<file path="src/rtl/core/dtse_pkg.sv">
// ----------------------------------------------------------------------------
// dtse_pkg
// Types, command and field codes, and calendar helpers for the clock-setting
// editor.
// ----------------------------------------------------------------------------
package dtse_pkg;

  // Command codes
  typedef enum logic [2:0] {
    CMD_ADJUST = 3'd0,
    CMD_MOVE   = 3'd1,
    CMD_SELECT = 3'd2,
    CMD_LOAD   = 3'd3,
    CMD_COMMIT = 3'd4
  } dtse_cmd_t;

  // Field codes (code 3 is the weekday, which is never edited)
  localparam logic [2:0] FLD_MINUTE = 3'd1;
  localparam logic [2:0] FLD_HOUR   = 3'd2;
  localparam logic [2:0] FLD_DAY    = 3'd4;
  localparam logic [2:0] FLD_MONTH  = 3'd5;
  localparam logic [2:0] FLD_YEAR   = 3'd6;
  localparam logic [2:0] FLD_SKIP   = 3'd3;

  localparam logic [5:0] MINUTE_MAX = 6'd59;
  localparam logic [5:0] HOUR_MAX   = 6'd23;
  localparam logic [5:0] MONTH_MAX  = 6'd12;
  localparam logic [5:0] YEAR_MAX   = 6'd38;   // 2038, counted from 2000
  localparam logic [5:0] DAY_DFLT   = 6'd31;   // month code out of range

  // Year codes are years since 1970; the editor shows years since 2000.
  localparam int         EPOCH_YEAR  = 1970;
  localparam logic [7:0] YEAR_OFFSET = 8'(2000 - EPOCH_YEAR);
  localparam logic [7:0] YEAR_2100   = 8'(2100 - EPOCH_YEAR);
  localparam logic [7:0] YEAR_2200   = 8'(2200 - EPOCH_YEAR);

  localparam logic [4:0] MONTH_DAYS [12] = '{
    5'd31, 5'd28, 5'd31, 5'd30, 5'd31, 5'd30,
    5'd31, 5'd31, 5'd30, 5'd31, 5'd30, 5'd31
  };

  typedef struct packed {
    logic [5:0] sec;
    logic [5:0] min;
    logic [4:0] hour;
    logic [4:0] day;
    logic [3:0] month;
    logic [7:0] year;    // years since 1970
  } dtse_time_t;

  typedef struct packed {
    logic signed [8:0] value;
    logic              lower;   // lower bound is 0 or 1
    logic [5:0]        upper;
  } dtse_work_t;

  typedef struct packed {
    dtse_time_t tm;
    logic [2:0] field;
    dtse_work_t work;
  } dtse_state_t;

  typedef struct packed {
    logic [2:0]        cmd;
    logic signed [7:0] amount;
    logic [2:0]        field_sel;
    dtse_time_t        load;
  } dtse_item_t;

  localparam dtse_state_t STATE_RESET = '{
    tm:    '{sec: 6'd0, min: 6'd0, hour: 5'd12, day: 5'd1, month: 4'd1,
             year: 8'd31},
    field: FLD_YEAR,
    work:  '{value: 9'sd1, lower: 1'b0, upper: YEAR_MAX}
  };

  // Gregorian rule on year + 1970 over 1970..2225: divisible by four means
  // code mod 4 == 2; 2000 is leap, 2100 and 2200 are not.
  function automatic logic is_leap(logic [7:0] year);
    return (year[1:0] == 2'b10) && (year != YEAR_2100) && (year != YEAR_2200);
  endfunction

  function automatic logic [5:0] day_limit(logic [3:0] month, logic [7:0] year);
    logic [5:0] lim;
    if (month >= 4'd1 && month <= 4'd12) begin
      lim = {1'b0, MONTH_DAYS[4'(month - 4'd1)]};
      if (month == 4'd2 && is_leap(year)) begin
        lim = lim + 6'd1;
      end
    end else begin
      lim = DAY_DFLT;
    end
    return lim;
  endfunction

  // Load the working copy and bounds of a field from the time.
  function automatic dtse_work_t fetch_field(logic [2:0] field, dtse_time_t tm,
                                             dtse_work_t prev);
    dtse_work_t w;
    w = prev;
    case (field)
      FLD_MINUTE: w = '{value: $signed({3'b0, tm.min}), lower: 1'b0,
                        upper: MINUTE_MAX};
      FLD_HOUR:   w = '{value: $signed({4'b0, tm.hour}), lower: 1'b0,
                        upper: HOUR_MAX};
      FLD_DAY:    w = '{value: $signed({4'b0, tm.day}), lower: 1'b1,
                        upper: day_limit(tm.month, tm.year)};
      FLD_MONTH:  w = '{value: $signed({5'b0, tm.month}), lower: 1'b1,
                        upper: MONTH_MAX};
      FLD_YEAR:   w = '{value: $signed({1'b0, tm.year} - {1'b0, YEAR_OFFSET}),
                        lower: 1'b0, upper: YEAR_MAX};
      default:    w = prev;
    endcase
    return w;
  endfunction

  // Store the working copy back into its field, truncated to width.
  function automatic dtse_time_t write_back(logic [2:0] field,
                                            logic signed [8:0] value,
                                            dtse_time_t tm);
    dtse_time_t t;
    t = tm;
    case (field)
      FLD_MINUTE: t.min   = value[5:0];
      FLD_HOUR:   t.hour  = value[4:0];
      FLD_DAY:    t.day   = value[4:0];
      FLD_MONTH:  t.month = value[3:0];
      FLD_YEAR:   t.year  = value[7:0] + YEAR_OFFSET;
      default:    t = tm;
    endcase
    return t;
  endfunction

endpackage

</file>
<file path="src/rtl/core/dtse_next.sv">
// ----------------------------------------------------------------------------
// dtse_next
// Next-state logic of the editor: one command applied to the held state.
// ----------------------------------------------------------------------------
module dtse_next
  import dtse_pkg::*;
(
  input  dtse_state_t cur,
  input  dtse_item_t  item,
  output dtse_state_t nxt
);

  logic signed [9:0] sum;
  logic signed [9:0] lo;
  logic signed [9:0] hi;
  logic signed [9:0] tgt;
  logic signed [9:0] amt;
  logic [2:0]        new_field;
  dtse_time_t        wb_time;

  assign amt = {{2{item.amount[7]}}, item.amount};

  // Adjust: add and clamp
  always_comb begin
    sum = {cur.work.value[8], cur.work.value} + amt;
    lo  = $signed({9'b0, cur.work.lower});
    hi  = $signed({4'b0, cur.work.upper});
  end

  // Move target: skip the weekday, wrap between minute and year
  always_comb begin
    tgt = $signed({7'b0, cur.field}) + amt;
    if (tgt == $signed({7'b0, FLD_SKIP})) begin
      tgt = item.amount[7] ? tgt - 10'sd1 : tgt + 10'sd1;
    end
    if (tgt < $signed({7'b0, FLD_MINUTE})) begin
      tgt = $signed({7'b0, FLD_YEAR});
    end else if (tgt > $signed({7'b0, FLD_YEAR})) begin
      tgt = $signed({7'b0, FLD_MINUTE});
    end
  end

  assign wb_time = write_back(cur.field, cur.work.value, cur.tm);

  always_comb begin
    nxt       = cur;
    new_field = cur.field;
    case (item.cmd)
      CMD_ADJUST: begin
        if (sum < lo) begin
          nxt.work.value = lo[8:0];
        end else if (sum > hi) begin
          nxt.work.value = hi[8:0];
        end else begin
          nxt.work.value = sum[8:0];
        end
      end
      CMD_MOVE, CMD_SELECT: begin
        if (item.cmd == CMD_MOVE) begin
          new_field = tgt[2:0];
        end else if (item.field_sel inside {FLD_MINUTE, FLD_HOUR, FLD_DAY,
                                            FLD_MONTH, FLD_YEAR}) begin
          new_field = item.field_sel;
        end
        nxt.tm    = wb_time;
        nxt.field = new_field;
        nxt.work  = fetch_field(new_field, wb_time, cur.work);
      end
      CMD_LOAD: begin
        nxt.tm   = item.load;
        nxt.work = fetch_field(cur.field, item.load, cur.work);
      end
      CMD_COMMIT: begin
        nxt.tm = wb_time;
      end
      default: begin
        nxt = cur;
      end
    endcase
  end

endmodule

</file>
<file path="src/rtl/core/date_time_setting_editor.sv">
// ----------------------------------------------------------------------------
// date_time_setting_editor
// Clock-setting editor: holds a calendar time and edits one field at a time.
// ----------------------------------------------------------------------------
//
// Channel  Dir  Signals                    Carries
// s_       in   tvalid tready tdata tuser  one edit command, its step and time
// m_       out  tvalid tready tdata        the stored time and edit state
//
// One result item for every input item, in order.
// Throughput: one item per cycle while m_ is not stalled. An accepted item passes
//   the input register, then the next-state logic into the state/result register.
// Reset (rst, synchronous) drops both valid flags and loads the power-on time
//   12:00:00, Jan 1 2001, with the year under edit.
// A stalled m_ side holds its item; the input register still takes one more
//   item, after which s_tready drops until the result is taken.
// ----------------------------------------------------------------------------
module date_time_setting_editor
  import dtse_pkg::*;
(
  input  logic        clk,
  input  logic        rst,

  input  logic        s_tvalid,
  output logic        s_tready,
  // [7:0] amount (signed), [10:8] field_sel, [16:11] second_in,
  // [22:17] minute_in, [27:23] hour_in, [32:28] day_in, [36:33] month_in,
  // [44:37] year_in, [47:45] zero
  input  logic [47:0] s_tdata,
  // [2:0] cmd
  input  logic [2:0]  s_tuser,

  output logic        m_tvalid,
  input  logic        m_tready,
  // [5:0] sec_out, [11:6] min_out, [16:12] hour_out, [21:17] day_out,
  // [25:22] month_out, [33:26] year_out, [36:34] field_out,
  // [45:37] work_value (signed), [47:46] zero
  output logic [47:0] m_tdata
);

  dtse_item_t  item;
  logic        in_valid;
  logic        advance;
  dtse_state_t state;
  dtse_state_t state_next;

  // The held item moves on when the result register is free or being drained
  assign advance  = in_valid && (!m_tvalid || m_tready);
  assign s_tready = !in_valid || advance;

  // Input register
  always_ff @(posedge clk) begin
    if (rst) begin
      in_valid <= 1'b0;
    end else if (s_tready) begin
      in_valid <= s_tvalid;
    end
  end

  always_ff @(posedge clk) begin
    if (s_tvalid && s_tready) begin
      item.cmd        <= s_tuser;
      item.amount     <= $signed(s_tdata[7:0]);
      item.field_sel  <= s_tdata[10:8];
      item.load.sec   <= s_tdata[16:11];
      item.load.min   <= s_tdata[22:17];
      item.load.hour  <= s_tdata[27:23];
      item.load.day   <= s_tdata[32:28];
      item.load.month <= s_tdata[36:33];
      item.load.year  <= s_tdata[44:37];
    end
  end

  dtse_next u_next (
    .cur  (state),
    .item (item),
    .nxt  (state_next)
  );

  // Edit state: time, field under edit, working copy and bounds
  always_ff @(posedge clk) begin
    if (rst) begin
      state <= STATE_RESET;
    end else if (advance) begin
      state <= state_next;
    end
  end

  // Result register
  always_ff @(posedge clk) begin
    if (rst) begin
      m_tvalid <= 1'b0;
    end else if (advance) begin
      m_tvalid <= 1'b1;
    end else if (m_tready) begin
      m_tvalid <= 1'b0;
    end
  end

  always_ff @(posedge clk) begin
    if (advance) begin
      m_tdata <= {2'b0, state_next.work.value, state_next.field,
                  state_next.tm.year, state_next.tm.month, state_next.tm.day,
                  state_next.tm.hour, state_next.tm.min, state_next.tm.sec};
    end
  end

  // After an adjust the working copy sits inside its bounds
  a_adjust_clamped: assert property (@(posedge clk) disable iff (rst)
    advance && (item.cmd == CMD_ADJUST) |=>
      (state.work.value >= $signed({9'b0, state.work.lower})) &&
      (state.work.value <= $signed({4'b0, state.work.upper})))
    else $error("working copy outside bounds after adjust");

  // The weekday and unused codes are never under edit
  a_field_legal: assert property (@(posedge clk) disable iff (rst)
    !(state.field == 3'd0 || state.field == FLD_SKIP || state.field == 3'd7))
    else $error("illegal field under edit");

  // State only changes when an item is applied
  a_state_hold: assert property (@(posedge clk) disable iff (rst)
    !advance |=> $stable(state))
    else $error("state changed without an item");

  // Input stalls only when both registers are full and output is blocked
  a_stall_cause: assert property (@(posedge clk) disable iff (rst)
    !s_tready |-> in_valid && m_tvalid && !m_tready)
    else $error("input stalled without cause");

  // A blocked result holds its data
  a_result_hold: assert property (@(posedge clk) disable iff (rst)
    m_tvalid && !m_tready |=> m_tvalid && $stable(m_tdata))
    else $error("pending result lost");

endmodule
</file>
<file path="config.mk">
export PLATFORM = sky130hd
export DESIGN_NAME = date_time_setting_editor
export DESIGN_NICKNAME = d
export VERILOG_FILES = /design/src/rtl/core/dtse_pkg.sv /design/src/rtl/core/dtse_next.sv /design/src/rtl/core/date_time_setting_editor.sv
export SDC_FILE = /design/constraint.sdc
export NUM_CORES = 1
export LEC_CHECK = 0
export BUFFER_PORTS_ARGS = -buffer_cell sky130_fd_sc_hd__buf_2
export CORE_ASPECT_RATIO = 0.8
export CORE_UTILIZATION = 40
export DETAILED_ROUTE_END_ITERATION = 6
export GPL_TIMING_DRIVEN = 0
export MAX_ROUTING_LAYER = met4
export PLACE_DENSITY_LB_ADDON = 0.2
export SYNTH_ARGS = -nofsm -noshare
export SYNTH_HDL_FRONTEND = slang
export SYNTH_SLANG_ARGS = --single-unit
</file>
<file path="constraint.sdc">
create_clock -name clk -period 4.55 [get_ports clk]
set_clock_uncertainty 0.1 [all_clocks]
set_input_delay 0.6825 -clock clk [delete_from_list [all_inputs] [get_ports clk]]
set_output_delay 0.6825 -clock clk [all_outputs]
set_load 0.1 [all_outputs]
</file>
==> results.tsv <==
metric	value	unit
run_status	finished with violations	
violations	setup timing	
final_common_cell	nand2_1	
leakagePower	4.29	nW
clkTransAtPathRegs	0.07	ns
finalSetupViolations	1	
yosysWarnings	0	
cts_tree	done	
rsz0062_at_grt	yes	
track_usage	26.7	%
synth-edff-count	94	
syn_avg_cell_area	9.35	µm²
syn_to_final_growth	23.0	%
drt.antenna.violating_nets	0	
ys_seq_area_share	44.3	%
holdPathStages	1	
fmax	0.218	GHz
top_layer_used	met4	
overflow	0	
ios	105	
grt_pass1_wl	44100	µm
fin_ws	-0.0289	ns
maxSlewViolCount	0	
firstDrtPassIters	7	
cp.arrival	4.64	ns
yosysUniqueCellTypes	93	
ys.flop_type	edfxtp_1	
hold_buffers	0	
rows	48	
tightest_slew	0.943	ns
rr_startpoint	item[37]	
wl_met3	3080	µm
hold_end	item[30]	
gp_congestion	1.01	
r2r_end	m_tdata[40]	
place_area	9710	µm²
synthCells	946	
end_kind	flop	
die_h	135	µm
nets	1180	
wl_met2	12200	µm
clockBufferDepth	2	
r2r_cells	19	
stdcell_area	10900	µm²
mostFrequentLayoutCells	119 x nand2_1, 99 x buf_2, 94 x edfxtp_1, 88 x nor2_1, 59 x o21ai_0	
worstHoldStart	s_tdata[13]	
start_kind	flop	
drt_wl_total	29600	µm
vdd_drop_max	0.246	mV
cts_root_buf	clkbuf_16	
clock_sinks	149	
ys_async_sr_fraction	0	%
finalHoldViolCount	0	
vias	8269	
drc	0	
path_max_fanout	5	
synth-seq-cells	149	
rrSetupSlack	-0.03	ns
relSlewSlack	37.2	%
power.density	393	nW/µm²
fin_setup_tns	-0.0289	ns
dieArea	22700	µm²
period_minus_slack	4.58	ns
coreArea	21600	µm²
wl_per_cell	21.5	µm
fin_crit_sh	101	%
cts_made_buffers	17	
grt_max_degree	56	
drive_above_1_share	21.9	%
met1Wirelength	13800	µm
start_util	40.9	%
grt_pass1_vias	7468	
drv_cap	0	
synthesis.area	8850	µm²
port_buffers	98	
path_class	flop to flop	
cp.required	4.62	ns
drtIter0Drc	1022	
min_path_type	input port to flop	
via_per_inst	5.99	
clkLatencyLatePin	0.44	ns
htreeDepth	4	
antenna_found_initial	1	
dieWidth	168	µm
post-dp-hpwl	21600	µm
cells by family after synthesis:
| group | count (synthesis) | share of synthesized area, % |
|---|---|---|
| AOI/OAI and AO/OA | 283 | 23.1 |
| xor gates and xnor gates | 30 | 2.97 |
| adders and majority gates | 34 | 5.06 |
| buffers and inverters | 95 | 4.92 |
| DFF | 149 | 44.3 |
| muxes | 23 | 2.60 |
| other | 1 | 0.0424 |
| and+or+nand+nor | 331 | 17.0 |
worst max path at each step:
stage / slack, ns / end / from
2_1_floorplan: 0.34 / m_tdata[43] / item[37]
3_3_place_gp: -0.50 / m_tdata[40] / state[16]
3_5_place_dp: -0.51 / m_tdata[40] / state[16]
4_1_cts: 0.02 / m_tdata[40] / item[39]
5_1_grt: -0.13 / m_tdata[40] / item[37]
6_report: -0.03 / m_tdata[40] / item[37]
sequential cells by signal (all words and copies together) (netlist names):
signal,count
in_valid,1
item,48
m_tdata,46
m_tvalid,1
state,53
per-layer routing:
metal / global-route usage (%) / up-vias
li1: - / 3805
met1: 38.0 / 3979
met2: 37.1 / 449
met3: 6.95 / 36
met4: 7.58 / 0
met5: - / -
power breakdown:
part           switching (mW)  internal, mW  leakage, nW
logic                   0.800         0.406         2.65
clock network           0.601         0.866        0.283
registers              0.0700          1.53         1.35
cells in the mapped netlist (5+ instances only):
library cell	instances	area share, %
nand2_1	123	5.2
edfxtp_1	94	32
nor2_1	93	3.9
o21ai_0	64	3.6
a21oi_1	62	3.5
dfxtp_1	55	12
inv_1	40	1.7
clkbuf_1	38	1.6
ha_1	31	4.4
nor3_1	26	1.5
a211oi_1	23	2.0
mux2i_1	23	2.6
nand3_1	23	1.3
xnor2_1	19	1.9
a222oi_1	14	1.6
nor2b_1	11	0.78
xor2_1	11	1.1
a221o_1	10	1.1
a221oi_1	8	0.79
and3_1	8	0.57
nand2b_1	8	0.57
and2_1	7	0.49
o22ai_1	7	0.49
or3_1	7	0.49
a22oi_1	6	0.51
o21a_1	6	0.51
o31ai_1	6	0.51
o211ai_1	5	0.42
o21bai_1	5	0.42
area by class of cell:
type / count / area (µm²)
sequential: 149 / 3930
buffer: 53 / 289
tap: 275 / 344
antenna: 1 / 2.50
timing repair buffer: 125 / 743
clock buffer: 17 / 425
fill: 2010 / 10700
clock inverter: 15 / 179
multi-input combinational: 703 / 4810
inverter: 42 / 158
what timing repair did:
| action | in CTS | in global routing |
|---|---|---|
| setup endpoints to repair | 27 | 25 |
| pin swaps | 7 | 33 |
| setup buffers | 6 | 19 |
| cloned | 0 | 1 |
| gates resized for setup | 20 | 49 |
worst max-delay path, stage by stage, from the launching register on:
cell      delay [ns]
edfxtp_1        0.42
ha_2            0.23
fa_2            0.39
buf_4           0.15
a21o_1          0.18
nand2_2         0.09
xnor2_2         0.08
ha_1            0.33
nand2_2         0.07
o31ai_4         0.30
buf_4           0.20
xnor2_4         0.12
o311ai_4        0.18
o21ba_4         0.28
o21a_4          0.23
buf_8           0.15
mux2i_1         0.12
o22a_1          0.26
a41oi_4         0.30
a21oi_2         0.09
per-stage QoR:
stage	worst slack [ns]	util (%)	power (mW)	hold WS, ns	instances
6_report	-0.0289	50.3	4.28	0.317	1380
2_1_floorplan	0.336	-	2.40	0.349	947
5_1_grt	-0.131	50.3	4.43	0.313	1380
3_3_place_gp	-0.504	44.8	2.68	0.364	1320
4_1_cts	0.0226	48.5	4.18	0.310	1359
3_5_place_dp	-0.506	44.9	2.68	0.366	1321
Note: power is estimated with default switching activity, not from simulation.
